File: src/rtl/dmfm_pkg.sv
// Shared types and constants for the disk MFM deserializer with sync DMA.
package dmfm_pkg;

  typedef enum logic [1:0] {
    MODE_CELL = 2'd0,
    MODE_LEN  = 2'd1,
    MODE_PTR  = 2'd2,
    MODE_NONE = 2'd3
  } mode_t;

  typedef enum logic [1:0] {
    CFG_SYNC_WORD  = 2'd0,
    CFG_SYNC_EN    = 2'd1,
    CFG_DMA_EN     = 2'd2,
    CFG_RESERVED   = 2'd3
  } cfg_idx_t;

  typedef enum logic [2:0] {
    DMA_IDLE   = 3'b001,
    DMA_ARMED  = 3'b010,
    DMA_ACTIVE = 3'b100
  } dma_phase_t;

  localparam int unsigned LEN_ARM_BIT   = 15;
  localparam logic [15:0] LEN_COUNT_MSK = 16'h3fff;
  localparam logic [31:0] PTR_STEP      = 32'd2;

endpackage

File: src/rtl/disk_mfm_deserializer_sync_dma.sv
// Floppy read deserializer: bit-cell shifter, sync-word detect and read DMA.
// A result is registered and shows on out_ the cycle after its item is taken.
// Throughput: one item per cycle; the input stays ready while the result register
//   is empty or being drained in the same cycle.
// Reset: synchronous on rst_n low; clears all but the result data registers.
// All per-item work is a shift, a 16-bit compare and counter updates in one stage.
module disk_mfm_deserializer_sync_dma (
  input  logic        clk,
  input  logic        rst_n,
  input  logic        in_valid,
  output logic        in_ready,
  input  logic [1:0]  in_mode,
  input  logic        in_cell_bit,
  input  logic        in_track_end,
  input  logic [31:0] in_write_value,
  output logic        out_valid,
  input  logic        out_ready,
  output logic [15:0] out_byte_status,
  output logic        out_dma_write_valid,
  output logic [31:0] out_dma_address,
  output logic [15:0] out_dma_data,
  output logic        out_sync_interrupt,
  output logic        out_block_done_interrupt,
  output logic        out_index_pulse,
  input  logic        cfg_valid,
  output logic        cfg_ready,
  input  logic [1:0]  cfg_index,
  input  logic [15:0] cfg_data
);
  import dmfm_pkg::*;

  // configuration
  logic [15:0] sync_word_r;
  logic        sync_en_r;
  logic        dma_en_r;

  // deserializer and DMA state
  logic [15:0] shift_r,   shift_nxt;
  logic [3:0]  count_r,   count_nxt;
  logic [7:0]  byte_r,    byte_nxt;
  logic        ready_r,   ready_nxt;
  logic        equal_r,   equal_nxt;
  dma_phase_t  phase_r,   phase_nxt;
  logic [15:0] length_r,  length_nxt;
  logic [31:0] ptr_r,     ptr_nxt;

  // result register
  logic        out_valid_r;
  logic [15:0] status_r;
  logic        wr_valid_r, wr_valid_nxt;
  logic [31:0] wr_addr_r,  wr_addr_nxt;
  logic [15:0] wr_data_r,  wr_data_nxt;
  logic        sync_irq_r, sync_irq_nxt;
  logic        done_irq_r, done_irq_nxt;
  logic        index_r,    index_nxt;

  logic        accept;
  logic        match;
  logic [15:0] status_nxt;
  logic [15:0] len_write;

  assign in_ready  = !out_valid_r || out_ready;
  assign accept    = in_valid && in_ready;
  assign cfg_ready = 1'b1;
  assign len_write = in_write_value[15:0];
  assign match     = sync_en_r && (shift_nxt == sync_word_r);

  always_comb begin
    shift_nxt    = shift_r;
    count_nxt    = count_r;
    byte_nxt     = byte_r;
    ready_nxt    = ready_r;
    equal_nxt    = equal_r;
    phase_nxt    = phase_r;
    length_nxt   = length_r;
    ptr_nxt      = ptr_r;
    wr_valid_nxt = 1'b0;
    wr_addr_nxt  = '0;
    wr_data_nxt  = '0;
    sync_irq_nxt = 1'b0;
    done_irq_nxt = 1'b0;
    index_nxt    = 1'b0;
    unique case (mode_t'(in_mode))
      MODE_CELL: begin
        shift_nxt = {shift_r[14:0], in_cell_bit};
        index_nxt = in_track_end;
        count_nxt = count_r + 4'd1;
        equal_nxt = 1'b0;
        if (count_nxt[2:0] == 3'd0) begin
          ready_nxt = 1'b1;
          byte_nxt  = shift_nxt[7:0];
          // word boundary of an active transfer: write, then check for end of block
          if (phase_r == DMA_ACTIVE && count_nxt[3] == 1'b0) begin
            if ((length_r & LEN_COUNT_MSK) != '0) begin
              wr_valid_nxt = 1'b1;
              wr_addr_nxt  = ptr_r;
              wr_data_nxt  = shift_nxt;
              ptr_nxt      = ptr_r + PTR_STEP;
              length_nxt   = length_r - 16'd1;
            end
            if ((length_nxt & LEN_COUNT_MSK) == '0) begin
              phase_nxt    = DMA_IDLE;
              done_irq_nxt = 1'b1;
            end
          end
        end
        if (match) begin
          sync_irq_nxt = 1'b1;
          equal_nxt    = 1'b1;
          count_nxt    = '0;
          if (dma_en_r && phase_r == DMA_ARMED) begin
            phase_nxt = DMA_ACTIVE;
          end
        end
      end
      MODE_LEN: begin
        // two arm-bit writes in a row arm an idle transfer; one without it aborts
        priority if (length_r[LEN_ARM_BIT] && len_write[LEN_ARM_BIT] && phase_r == DMA_IDLE) begin
          phase_nxt = DMA_ARMED;
        end else if (!len_write[LEN_ARM_BIT] && phase_r != DMA_IDLE) begin
          phase_nxt = DMA_IDLE;
        end
        length_nxt = len_write;
      end
      MODE_PTR: begin
        ptr_nxt = in_write_value;
      end
      MODE_NONE: begin
      end
      default: begin
      end
    endcase
    status_nxt = {ready_nxt, 2'b00, equal_nxt, 4'b0000, byte_nxt};
  end

  always_ff @(posedge clk) begin
    if (!rst_n) begin
      sync_word_r <= '0;
      sync_en_r   <= 1'b0;
      dma_en_r    <= 1'b0;
    end else if (cfg_valid && cfg_ready) begin
      unique case (cfg_idx_t'(cfg_index))
        CFG_SYNC_WORD: sync_word_r <= cfg_data;
        CFG_SYNC_EN:   sync_en_r   <= cfg_data[0];
        CFG_DMA_EN:    dma_en_r    <= cfg_data[0];
        CFG_RESERVED: begin
        end
        default: begin
        end
      endcase
    end
  end

  always_ff @(posedge clk) begin
    if (!rst_n) begin
      shift_r  <= '0;
      count_r  <= '0;
      byte_r   <= '0;
      ready_r  <= 1'b0;
      equal_r  <= 1'b0;
      phase_r  <= DMA_IDLE;
      length_r <= '0;
      ptr_r    <= '0;
    end else if (accept) begin
      shift_r  <= shift_nxt;
      count_r  <= count_nxt;
      byte_r   <= byte_nxt;
      ready_r  <= ready_nxt;
      equal_r  <= equal_nxt;
      phase_r  <= phase_nxt;
      length_r <= length_nxt;
      ptr_r    <= ptr_nxt;
    end
  end

  always_ff @(posedge clk) begin
    if (!rst_n) begin
      out_valid_r <= 1'b0;
    end else if (accept) begin
      out_valid_r <= 1'b1;
    end else if (out_ready) begin
      out_valid_r <= 1'b0;
    end
  end

  // hold the result until the transaction completes
  always_ff @(posedge clk) begin
    if (accept) begin
      status_r   <= status_nxt;
      wr_valid_r <= wr_valid_nxt;
      wr_addr_r  <= wr_addr_nxt;
      wr_data_r  <= wr_data_nxt;
      sync_irq_r <= sync_irq_nxt;
      done_irq_r <= done_irq_nxt;
      index_r    <= index_nxt;
    end
  end

  assign out_valid                = out_valid_r;
  assign out_byte_status          = status_r;
  assign out_dma_write_valid      = wr_valid_r;
  assign out_dma_address          = wr_addr_r;
  assign out_dma_data             = wr_data_r;
  assign out_sync_interrupt       = sync_irq_r;
  assign out_block_done_interrupt = done_irq_r;
  assign out_index_pulse          = index_r;

`ifndef ASSERT_OFF
  a_sync_sets_equal: assert property (@(posedge clk) disable iff (!rst_n)
    out_valid_r && sync_irq_r |-> status_r[12])
    else $error("sync interrupt without word-equal status");

  a_write_counts_down: assert property (@(posedge clk) disable iff (!rst_n)
    accept && wr_valid_nxt |=> length_r == $past(length_r) - 16'd1)
    else $error("DMA write did not decrement length");

  a_write_advances_ptr: assert property (@(posedge clk) disable iff (!rst_n)
    accept && wr_valid_nxt |=> ptr_r == $past(ptr_r) + PTR_STEP)
    else $error("DMA write did not advance pointer");

  a_write_only_active: assert property (@(posedge clk) disable iff (!rst_n)
    accept && wr_valid_nxt |-> phase_r == DMA_ACTIVE)
    else $error("DMA write outside active transfer");

  a_ptr_load: assert property (@(posedge clk) disable iff (!rst_n)
    accept && in_mode == MODE_PTR |=> ptr_r == $past(in_write_value))
    else $error("pointer write not taken");
`endif

endmodule

File: config.mk
export PLATFORM = sky130hd
export DESIGN_NAME = disk_mfm_deserializer_sync_dma
export DESIGN_NICKNAME = d
export VERILOG_FILES = /design/src/rtl/dmfm_pkg.sv /design/src/rtl/disk_mfm_deserializer_sync_dma.sv
export SDC_FILE = /design/constraint.sdc
export NUM_CORES = 1
export LEC_CHECK = 0
export ABC_AREA = 1
export BUFFER_PORTS_ARGS = -buffer_cell sky130_fd_sc_hd__buf_4
export CAP_MARGIN = 20
export CORE_UTILIZATION = 35
export CTS_BUF_LIST = sky130_fd_sc_hd__clkbuf_16
export CTS_CLUSTER_DIAMETER = 150
export CTS_CLUSTER_SIZE = 8
export DETAILED_ROUTE_END_ITERATION = 10
export PLACE_DENSITY = 0.54
export SYNTH_ARGS = -nofsm -noshare
export SYNTH_HDL_FRONTEND = slang
export SYNTH_SLANG_ARGS = --single-unit
File: constraint.sdc
create_clock -name clk -period 10.06 [get_ports clk]
set_input_delay 2.012 -clock clk [delete_from_list [all_inputs] [get_ports clk]]
set_output_delay 2.012 -clock clk [all_outputs]
set_load 0.005 [all_outputs]
==> results.md, run 1 <==
* Clk buf depth at 2
* Skew final at 0.0168 ns
* Gr usage total at 19.2%
* Hold WS at 0.465 ns
* Post-CTS sizing at 0
* CP Launch Type: input port
* Largest family of logic cells by synthesized area: simple AND/OR/NAND/NOR gates
* Post-DP HPWL at 15,100 um
* Final setup vio count at 0
* Worst Hold Depth at 2
* Synth Register Bits at 162
* Cell Count, Final, Fillers Out at 1,479
* Post-synth top area cell: dfxtp_1
* Ranking of synthesized cells by area: dfxtp_1 (25%), edfxtp_1 (23%), nand2_1 (11%)
* LEAKAGE at 4.06 nW
* Tightest Hold Check Type: register to register
* CP Depth at 4
* Synth Area per Inst at 7.51 um^2
* Mux cell area share after synthesis at 0%
* Initial core utilization at 35.8%
* Clk pin slew, worst setup/hold paths at 0.06 ns
* H-tree levels at 4
* Critical Path End Type: output port
* Hold-fix buffers, CTS at 0
* Gr ovfl total at 0
* CTS Root Cell: clkbuf_16
* Critical Path RT at 8.05 ns
* Synth Area in Compound Gates at 14.9%
* Fin. max-slew vios at 0
* I/O pins at 130
* Top cell type's share of synthesized area at 24.7%
* Yosys synthesis warning count at 0
* Vias/cell at 4.94
* Simple-gate area share of the yosys netlist at 26.1%
* DR vias at 7,306
* Vias in the first global route at 6,712
* Max-Slew Margin vs Limit at 25.6%
* Inst Count DP at 1,446
* Crit path buffers/inverters at 3
* CP arrival at 2.37 ns
* Layout area overhead at 20.9%
* DRC at 0
* Synth async-reset ratio at 0%
* Worst-Margin Slew at 1.11 ns
* Setup bufs post-CTS at 0
* Sink Count at 162
* WS Path Type: input port to output port
* Slowest cell delay on critical path at 0.14 ns
* RR Startpoint: length_r[0]
* Crit-path max FO at 3
* Port Buf Inserts at 122
* Share of cells above drive strength 1 at 15.2%
* ANT nets after route at 0
* Adder-cell area share of the yosys netlist at 0.770%
* Cts bufs inserted at 17
* Status: finished, final reports clean
* Core Area at 0.0227 mm^2
* Initial DRC Count at 456
* Diodes inserted at 0
* DIE AREA at 0.0238 mm^2
* Sequential area share after synthesis at 47.6%
* Routability congestion estimate from global placement at 0.823
* Largest net degree at the start of global routing at 86
* Area of the mapped netlist at 0.00812 mm^2
* Worst-Skew Late Latency at 0.44 ns
* CTS tree: built
* Vert. Die Dim at 154 um
* Row cnt at 55
* Nets at 1,245
* Post-Syn Instances at 1,081
* Pwr dens at 167 mW/mm^2
* Post-Synth XOR/XNOR Area at 1.83%
* WL/cell at 15.0 um
* Critical Path Source: out_ready
* Cell with the most instances after synthesis: nand2_1
* Final setup TNS at 0 ns
* Worst path cell trace: buf_4 > inv_1 > nand2_1 > buf_4
* Fmax achieved at 228 MHz
* Min Tclk post-route at 4.38 ns
* Ys flop type: dfxtp_1
* First-pass GRT wire length at 35,700 um
* Initial DRT Pass Iterations at 5
* FF-to-FF path depth at 10
* Number of flops mapped to enable cells by yosys at 62
* WL final at 22,200 um
* Post-synthesis cell type count at 40
* Initial antenna violation count at 0
* RSZ-0062 raised after global routing: no
* Final Hold Violating Endpoints at 0
* Commonest cells in the netlist: nand2_1 (241), nor2_1 (150), inv_1 (112)
* Max cap viols at 0
* Slowest stage cell on the critical path: buf_4
* Final worst-path cycle share at 43.5%
* Max VDD drop at 0.108 mV
* CP delay by family, top: buffers and inverters
* Crit path top cell by count: buf_4
* Die X at 154 um
* Hold_sp: ptr_r[31]
stage by stage:
stage	setup slack (ns)	util [%]	total power [mW]	cell area, um^2
after floorplan	5.32	-	0.890	8140
after global placement	5.53	40.5	0.968	9190
after detailed placement	5.47	40.5	0.969	9190
after CTS	5.68	43.1	1.65	9790
after global routing	5.64	43.2	1.72	9820
final	5.68	43.2	1.64	9820
sequential cells by signal, indices dropped and copies added (netlist names), 3 cells and up:
signal           cells
out_dma_address     32
count_r              4
shift_r             16
phase_r              3
out_byte_status     10
byte_r               8
length_r            16
out_dma_data        16
ptr_r               32
sync_word_r         16
path summary, 6_finish.rpt:
check	endpoint	slack (ns)
hold reg to reg	ptr_r[31]	0.46
hold / removal	ptr_r[31]	0.46
setup / recovery	in_ready	5.68
setup reg to reg	ptr_r[7]	7.22
worst reg2reg max path, cell delays in order (launching register included):
cell      delay, ns
dfxtp_1        0.35
inv_1          0.10
ha_1           0.22
nand2_1        0.07
nor2_1         0.05
nand2_1        0.32
nor2_1         0.17
nand3b_4       0.49
inv_2          0.54
o21ai_0        0.19
a221oi_1       0.25
where the power goes:
part	total, mW	switching (mW)	internal [mW]
clock network	0.683	0.288	0.395
registers	0.730	0.0190	0.711
logic	0.225	0.142	0.0838
kinds of logic after synthesis:
group / count (synthesis)
AND/OR/NAND/NOR: 505
AO/OA/AOI/OAI: 219
buffers and inverters: 171
flip-flops: 162
XOR/XNOR: 17
adder cells (fa/ha/maj): 5
other: 2
metal layers:
metal | global-route usage [%] | part of all wire (%) | vias up
met1 | 28.6 | 53 | 3342
li1 | - | - | 3758
met4 | 4.71 | 1.0 | 0
met3 | 3.89 | 4.8 | 18
met2 | 28.1 | 42 | 188
met5 | 0 | 0 | -
final cells by class:
class | count | area, um^2
clock buffers | 17 | 425
clock inverters | 15 | 181
multi-input cells | 753 | 3570
inverters | 120 | 452
well taps | 285 | 357
fillers | 2354 | 12900
repair buffers | 127 | 973
flip-flops and latches | 162 | 3860
cells in the final DEF (no fill, tap or decap), types with 2 or more instances in the layout:
master,netlist,final
nand4_1,9,9
a221oi_1,13,13
nand3b_1,4,4
nor2_4,2,2
conb_1,2,7
nand2_2,3,3
nor2_1,150,150
a21oi_1,87,87
a311oi_1,2,2
o211ai_1,8,8
nand3_1,64,64
a211oi_1,6,6
bufinv_16,0,3
nor2_2,4,4
edfxtp_1,62,62
inv_6,0,5
or2_2,3,3
clkinvlp_4,0,2
dfxtp_1,100,100
xor2_1,16,16
o21ai_2,2,2
buf_4,9,126
nand2_1,241,241
nor3_1,17,17
o21ai_1,6,6
ha_1,5,5
clkbuf_16,0,17
nor4_1,4,4
clkinv_2,0,2
inv_2,8,8
inv_1,112,112
o21ai_0,84,84
a31oi_1,8,8
Note: power is estimated with default switching activity, not from simulation.
==> inputs of run 2 (changes only) <==
--- a/config.mk
+++ b/config.mk
@@ -5,7 +5,7 @@
 export SDC_FILE = /design/constraint.sdc
 export NUM_CORES = 1
 export LEC_CHECK = 0
-export ABC_AREA = 1
+export ABC_AREA = 0
 export BUFFER_PORTS_ARGS = -buffer_cell sky130_fd_sc_hd__buf_4
 export CAP_MARGIN = 20
 export CORE_UTILIZATION = 35
@@ -13,7 +13,7 @@
 export CTS_CLUSTER_DIAMETER = 150
 export CTS_CLUSTER_SIZE = 8
 export DETAILED_ROUTE_END_ITERATION = 10
-export PLACE_DENSITY = 0.54
+export PLACE_DENSITY = 0.56
 export SYNTH_ARGS = -nofsm -noshare
 export SYNTH_HDL_FRONTEND = slang
 export SYNTH_SLANG_ARGS = --single-unit
==> constraint.sdc (replaced) <==
create_clock -name clk -period 3.6 [get_ports clk]
set_input_delay 0.72 -clock clk [delete_from_list [all_inputs] [get_ports clk]]
set_output_delay 0.72 -clock clk [all_outputs]
set_load 0.005 [all_outputs]
==> run 2 against run 1 <==
Compared with the run above:
- non-clock buffer count rose by 18
- clock power rose to 2.7 times the previous value
- design area increased by 1.4%
- count of clock-buffer cells in the layout did not move
- critical path type is now register to register
- register-to-register slack worse by 6.4 ns
- sequential power increased to 2.7 times the previous value
- routed wire length fell by 1.4%
- largest power group unchanged
- first-iteration DRC count increased by 27%
==> results.md, run 2 <==
* Status: finished, final reports clean
* Min Tclk post-route at 2.77 ns
* H-tree levels at 4 (unchanged)
* Sink Count at 162 (unchanged)
* Gr usage total at 18.5% (-0.68 points)
* Post-Syn Instances at 911 (-16%)
* Fmax achieved at 361 MHz
* Vias/cell at 5.21 (+5.4%)
* RSZ-0062 raised after global routing: no
* Final Hold Violating Endpoints at 0 (unchanged)
* GRT met3 Usage at 2.95% (-0.94 points)
* Most frequent cells in the layout: buf_4 (145), nand2_1 (131), dfxtp_1 (100)
* CTS Root Cell: clkbuf_16
* I/O pins at 130 (unchanged)
* Ranking of synthesized cells by area: dfxtp_1 (24%), edfxtp_1 (23%), nand2_1 (6.0%)
* Crit path buffers/inverters at 1 (-2)
* First-pass GRT wire length at 34,900 um (-2.2%)
* Max-Slew Margin vs Limit at 36.5% (+11 points)
* Gr ovfl total at 0 (unchanged)
* Hold_sp: byte_r[4]
* Row cnt at 55 (unchanged)
* DRC at 0 (unchanged)
* Routability congestion estimate from global placement at 0.857 (+4.1%)
* Layout area overhead at 21.4%
* Sequential area share after synthesis at 47.1% (-0.45 points)
* WL final at 21,900 um (-1.4%)
* CP arrival at 3.13 ns (+0.76 ns)
* Port Buf Inserts at 122 (unchanged)
* Worst slack, placed at 0.496 ns (-4.97 ns)
* Number of flops mapped to enable cells by yosys at 62 (unchanged)
* Top cell type's share of synthesized area at 24.4% (-0.23 points)
* Hold EP: byte_r[4]
* Initial DRT Pass Iterations at 5 (unchanged)
* Max cap viols at 0 (unchanged)
* ANT nets after route at 0 (unchanged)
* GR met2 Demand/Resource at 28.2% (about the same)
* Reg-to-reg slack, setup at 0.83 ns (-6.39 ns)
* Slowest cell delay on critical path at 0.52 ns (+0.38 ns)
* Post-synthesis cell type count at 76 (+90%)
* Yosys synthesis warning count at 0 (unchanged)
* Hold WS at 0.455 ns (-0.00941 ns)
* Pwr dens at 439 mW/mm^2 (+160%)
* Worst Hold Depth at 2 (unchanged)
* LEAKAGE at 3.76 nW (-7.2%)
* Core Area at 0.0228 mm^2 (+0.30%)
* Setup bufs post-CTS at 0 (unchanged)
* Post-synth top area cell: dfxtp_1
* Final setup TNS at 0 ns (unchanged)
* Critical Path RT at 3.96 ns (-4.09 ns)
* Met1 Use GR at 27.0% (-1.6 points)
* Worst-Skew Late Latency at 0.43 ns (about the same)
* DIE AREA at 0.0240 mm^2 (+0.94%)
* CP Launch Type: register
* Cts bufs inserted at 17 (unchanged)
* Skew final at 0.00886 ns (-0.00792 ns)
* Total Power at 4.36 mW (+170%)
* DR vias at 6,934 (-5.1%)
* FF-to-FF path depth at 9 (-1)
* Hold-fix buffers, CTS at 0 (unchanged)
* Final worst-path cycle share at 77.0%
* CTS tree: built
* Synth Register Bits at 162 (unchanged)
* Post-CTS sizing at 0 (unchanged)
* Max VDD drop at 0.302 mV (+180%)
* Worst-Margin Slew at 0.952 ns (-0.163 ns)
* Share of cells above drive strength 1 at 20.6% (+5.4 points)
* Initial antenna violation count at 0 (unchanged)
* Synth async-reset ratio at 0% (unchanged)
* RR Startpoint: length_r[0]
* Initial DRC Count at 580 (+27%)
* Final worst slack at 0.830 ns (-4.85 ns)
* Clk pin slew, worst setup/hold paths at 0.07 ns (about the same)
* Nets at 1,070 (-14%)
* Slowest stage cell on the critical path: or3b_2
* WS Path Type: register to register
* Tightest Hold Check Type: register to register
* Cell with the most instances after synthesis: nand2_1
* Commonest cells in the netlist: nand2_1 (131), dfxtp_1 (100), a21oi_1 (66)
* Largest net degree at the start of global routing at 47 (-45%)
* Worst path cell trace: inv_1 > ha_1 > or3b_2 > nor4_1 > xnor2_1 > nand4_1 > a2111o_1 > a21oi_1 > a2bb2oi_1
* Vert. Die Dim at 155 um (+0.47%)
* WL/cell at 16.4 um (+9.5%)
* Fin. max-slew vios at 0 (unchanged)
* CP delay by family, top: simple AND/OR/NAND/NOR gates
* Post-DP HPWL at 15,500 um (+2.6%)
* Final setup vio count at 0 (unchanged)
* Reg-to-reg endpoint: phase_r[0]
* Die X at 155 um (+0.47%)
* Clk buf depth at 2 (unchanged)
* Vias in the first global route at 6,255 (-6.8%)
* Area of the mapped netlist at 0.00820 mm^2 (+0.96%)
* Cell Count, Final, Fillers Out at 1,332 (-9.9%)
* Most common cell after layout, fill and taps aside: buf_4
* Synth Area per Inst at 9.00 um^2 (+20%)
* Initial core utilization at 36.0% (+0.23 points)
* Ys flop type: dfxtp_1
* Critical Path End Type: register
* Inst Count DP at 1,300 (-10%)
* # fillers at 2,243 (-4.7%)
* Diodes inserted at 0 (unchanged)
* Grt peak-use layer: met2
* Crit-path max FO at 7 (+4)
==> run 2: worst max-delay path by stage <==
stage               slack, ns    endpoint        start  depth (start not counted)
floorplan                0.60  count_r[0]    out_ready                          7
global placement         0.55  phase_r[1]   in_mode[0]                          8
detailed placement       0.50  phase_r[1]   in_mode[0]                          8
CTS                      0.84  phase_r[0]  length_r[0]                          9
global route             0.61  phase_r[0]  length_r[0]                          9
finish                   0.83  phase_r[0]  length_r[0]                          9
==> run 2: worst reg2reg max path, stage by stage (launching register included) <==
cell and delay, ns:
dfxtp_1 0.36, inv_1 0.15, ha_1 0.28, or3b_2 0.52, nor4_1 0.25, xnor2_1 0.18, nand4_1 0.11, a2111o_1 0.48
a21oi_1 0.21, a2bb2oi_1 0.16
==> run 2: area by class of cell <==
type | count | area, um^2 | area share [%]
clock buffers | 17 | 425 | 4.27
clock inverters | 15 | 175 | 1.76
inverters | 23 | 86.3 | 0.867
multi-input cells | 657 | 3920 | 39.4
flip-flops and latches | 162 | 3860 | 38.8
well taps | 313 | 392 | 3.93
repair buffers | 145 | 1090 | 10.9
==> run 2: cells by family (layout without fill, tap and decap cells) <==
kind of cell	Yosys count	after routing	synth area share, %
and+or+nand+nor	385	385	24.2
AOI/OAI and AO/OA	228	228	18.5
DFF	162	162	47.1
buffers and inverters	97	200	5.52
muxes	17	17	2.20
xor gates and xnor gates	15	15	1.60
adders and majority gates	5	5	0.763
other	2	7	0.0916
==> run 2: metrics by stage <==
step,util (%),instance area [um^2]
finish,43.7,9950
global route,43.7,9950
CTS,43.7,9950
detailed placement,41.1,9350
global placement,41.1,9350
floorplan,-,8220
==> run 2: per-layer routing <==
layer / vias up / routed length [um]
li1: 3442 / -
met1: 3276 / 10600
met2: 196 / 9860
met3: 20 / 1100
met4: 0 / 252
met5: - / 0
==> run 2: where the power goes <==
part           switching [mW]  internal, mW
combinational           0.291         0.221
clock                   0.807          1.04
sequential             0.0459          1.96
